`src/design/mfap_ram.sv`:
```
// mfap_ram: single-port synchronous RAM with registered read.
// No dependencies.
module mfap_ram #(
  parameter int ADDR_W = 6,
  parameter int DATA_W = 8
) (
  input  logic              clk_i,
  input  logic              we_i,
  input  logic [ADDR_W-1:0] addr_i,
  input  logic [DATA_W-1:0] wdata_i,
  output logic [DATA_W-1:0] rdata_o
);

  logic [DATA_W-1:0] mem [2**ADDR_W];
  logic [DATA_W-1:0] rdata_q;

  always_ff @(posedge clk_i) begin
    if (we_i) begin
      mem[addr_i] <= wdata_i;
    end
    rdata_q <= mem[addr_i];
  end

  assign rdata_o = rdata_q;

endmodule

```
`config.mk`:
```
export PLATFORM = sky130hd
export DESIGN_NAME = mfap_ram
export DESIGN_NICKNAME = d
export VERILOG_FILES = /design/src/design/mfap_ram.sv
export SDC_FILE = /design/constraint.sdc
export NUM_CORES = 1
export LEC_CHECK = 0
export BUFFER_PORTS_ARGS = -buffer_cell sky130_fd_sc_hd__buf_2
export CORE_MARGIN = 5
export CORE_UTILIZATION = 52
export DETAILED_ROUTE_END_ITERATION = 8
export GPL_TIMING_DRIVEN = 0
export MAX_ROUTING_LAYER = met4
export PLACE_DENSITY = 0.68
export RECOVER_POWER = 25
export SYNTH_ARGS = -nofsm -noshare
export SYNTH_HDL_FRONTEND = slang
export SYNTH_SLANG_ARGS = --single-unit
export TNS_END_PERCENT = 30
```
`constraint.sdc`:
```
create_clock -name clk_i -period 2.75 [get_ports clk_i]
set_clock_uncertainty 0.2 [all_clocks]
set_input_delay 0.1375 -clock clk_i [delete_from_list [all_inputs] [get_ports clk_i]]
set_output_delay 0.1375 -clock clk_i [all_outputs]
set_load 0.03 [all_outputs]
```
==> summary.txt <==
Reg power frac: 52.9%
Global-route usage over all layers: 26.5%
Failing checks: setup timing
Core Rows: 72
Power Internal: 12.9 mW
Worst skew pair latency: 590 ps
Starting density of the core: 52.8%
PD cells: 712 nW/um2
Mapped Area: 20,400 um2
Post-synthesis sequential area ratio: 76.0%
EDFF count, synth: 512
Crit path arrival time: 2910 ps
Minimum clock period: 2900 ps
Die height: 208 um
Total grt overflow: 0
Port buffer count: 22
Top Ports: 24
Tightest Hold Check Type: in2reg
Clock-pin slew on the worst setup and hold paths: 60 ps
Total wire length: 56,400 um
Top FF cell, synth: edfxtp_1
Syn avg cell area: 17.5 um2
Post-route DRC: 0
Worst hold start: we_i
Synth async-reset ratio: 0%
TritonCTS clock tree: built
Nets: 1,261
Post-route ant nets: 0
Final-report setup violation count: 164
Relative slew slack: 2.43%
Via density per instance: 6.59
Drt first pass iters: 5
Tightest Pin Transition: 1460 ps
Root Buffer: clkbuf_16
RePlAce Congestion: 1.03
Synthesis Warnings: 0
Endpoint, Worst Hold: mem[39][2]
Type of the worst setup path: in2reg
Setup crit start kind: input pin
Peak fanout along the critical path: 10
Max frequency: 0.345 GHz
Outcome: finished, violations left
Area of the multi-input gates: 5050 um2
#FFs+latches synth: 520
Tcrit/Tclk final: 105%
Final hold vios: 0
Clock power frac: 40.8%
Initial antenna violation count: 1
Fraction of final layout cells sized beyond drive strength 1: 21.6%
RSZ-0062 raised after global routing: true
Fillers: 2,812
CTS Buf Count: 50
Leakage: 7.36 nW
Synth cell types: 56
Largest net degree at the start of global routing: 65
Flop2flop setup slack: 220 ps
Req. time, crit path: 2760 ps
Core ar.: 38,700 um2
Tot Pwr: 16.6 mW
Final Core Density: 60.3%
Hold path depth: 3
Max-cap violation count: 0
H-tree depth: 2
Worst vdd ir: 0.562 mV
Die Area: 43,400 um2
First-pass GRT wire length: 80,900 um
Die X-Extent: 208 um
Synth Instances: 1,171
Postcts setup bufs: 0
Yosys top cell area share: 75.2%
Via Count: 11.9k
Register area: 15,500 um2
Sw power: 3.72 mW
Comb power frac: 6.3%
Synth area leader: edfxtp_1
Vias in the first global route: 11.4k
Reg-to-Reg End: rdata_o[7]
Sum Neg Setup Slack: -9520 ps
Clock sink count: 520
Clock Tree Buf Depth: 3
Per-cell routed wire length: 31.3 um
Initial DRC count: 1,665
HPWL Detailed: 36,200 um
CP Capture Type: register
Slew Limit Fails: 0
RR Startpoint: mem[2][7]
Sw Share: 22.3%
Layout area overhead: 14.3%
Synth area leaders: edfxtp_1 (75%), mux4_2 (4.5%), mux2i_1 (3.1%)
Reg2reg path depth: 5
Mapped Nets: 1,187
Worst setup margin: -150 ps
cell usage after synthesis, types with 9 or more instances:
library cell and n:
edfxtp_1 512, nor2_1 82, mux2i_1 63, nand2_1 45, mux4_2 41, a22oi_1 40
clkbuf_1 36, buf_2 30, a21oi_1 28, nand2b_1 24, o22ai_1 22, a221oi_1 21
a31oi_1 15, nand3b_1 12, a221o_1 11, o22a_1 11, a22o_1 10, and2_1 9
and3_1 9, o21ai_0 9, o221ai_1 9
power by group through the flow:
| stage | logic (mW) | clock network [mW] | registers (mW) |
|---|---|---|---|
| 2_1_floorplan | 0.476 | 0 | 8.99 |
| 3_3_place_gp | 0.958 | 0 | 8.96 |
| 3_5_place_dp | 0.973 | 0 | 8.96 |
| 4_1_cts | 1.01 | 6.79 | 8.80 |
| 5_1_grt | 1.08 | 7.17 | 8.80 |
| 6_report | 1.05 | 6.79 | 8.80 |
metal layers:
metal  global-route usage, %  wire (um)  up-vias
li1                        -          -     4930
met1                    35.6      21100     5940
met2                    38.5      25500      866
met3                    8.50       7220      160
met4                    9.74       2520        0
met5                       -          0        -
worst max-delay path, cell delays in order:
cell	delay, ps
buf_2	160
buf_2	250
buf_2	290
buf_2	300
buf_2	280
nor2b_1	420
nand2_2	420
nor2_2	600
logic make-up (layout without fill, tap and decap cells):
group,after synthesis,in the layout,synth area share (%)
other,0,1,0
AND/OR/NAND/NOR,229,229,5.71
multiplexers,116,116,8.26
buffers and inverters,84,198,1.98
flip-flops,520,520,76.0
AO/OA/AOI/OAI,222,222,8.08
layout by cell type, fill, tap and decap left out, types with 18 or more instances in the layout:
master / Yosys / layout
a21oi_1: 28 / 25
a221oi_1: 21 / 21
a22oi_1: 40 / 40
buf_2: 30 / 47
clkbuf_1: 36 / 41
clkbuf_16: 0 / 51
edfxtp_1: 512 / 512
mux2i_1: 63 / 63
mux4_2: 41 / 41
nand2_1: 45 / 41
nand2b_1: 24 / 24
nor2_1: 82 / 18
nor2_4: 0 / 54
o22ai_1: 22 / 22
registers in the layout (all words and copies together), names as in the netlist:
register  flops
mem         512
rdata_o       8
timing repair:
| action | in CTS | in global routing |
|---|---|---|
| gates cloned | 0 | 0 |
| resized for setup | 120 | 26 |
| pin swaps | 0 | 1 |
| hold buffers | 0 | 0 |
| endpoints found under the setup margin | 515 | 271 |
worst max path at each step:
stage	to	depth (start not counted)	from	slack [ps]
after CTS	mem[20][0]	7	addr_i[2]	-130
after global routing	mem[50][5]	8	addr_i[2]	-160
after floorplan	mem[13][0]	7	addr_i[1]	310
after detailed placement	mem[5][4]	7	addr_i[0]	-1590
final	mem[2][1]	8	addr_i[2]	-150
after global placement	mem[53][1]	7	addr_i[0]	-1550
through the flow:
step / std cells / setup WS (ps) / hold slack [ps] / cell area [um2]
3_5_place_dp: 1711 / -1590 / 373 / 21200
3_3_place_gp: 1711 / -1550 / 375 / 21200
4_1_cts: 1803 / -128 / 134 / 23200
6_report: 1804 / -150 / 191 / 23400
2_1_floorplan: 1171 / 314 / 36.4 / 20400
5_1_grt: 1804 / -159 / 201 / 23400
area by class of cell:
cell class	count	share of cell area, %
Antenna cell	1	0.0107
Timing Repair Buffer	22	0.471
Sequential cell	520	66.5
Inverter	3	0.0482
Buffer	81	1.72
Clock buffer	63	5.74
Multi-Input combinational cell	567	21.6
Clock inverter	29	1.16
Tap cell	518	2.77
(Power assumes the default switching activity.)
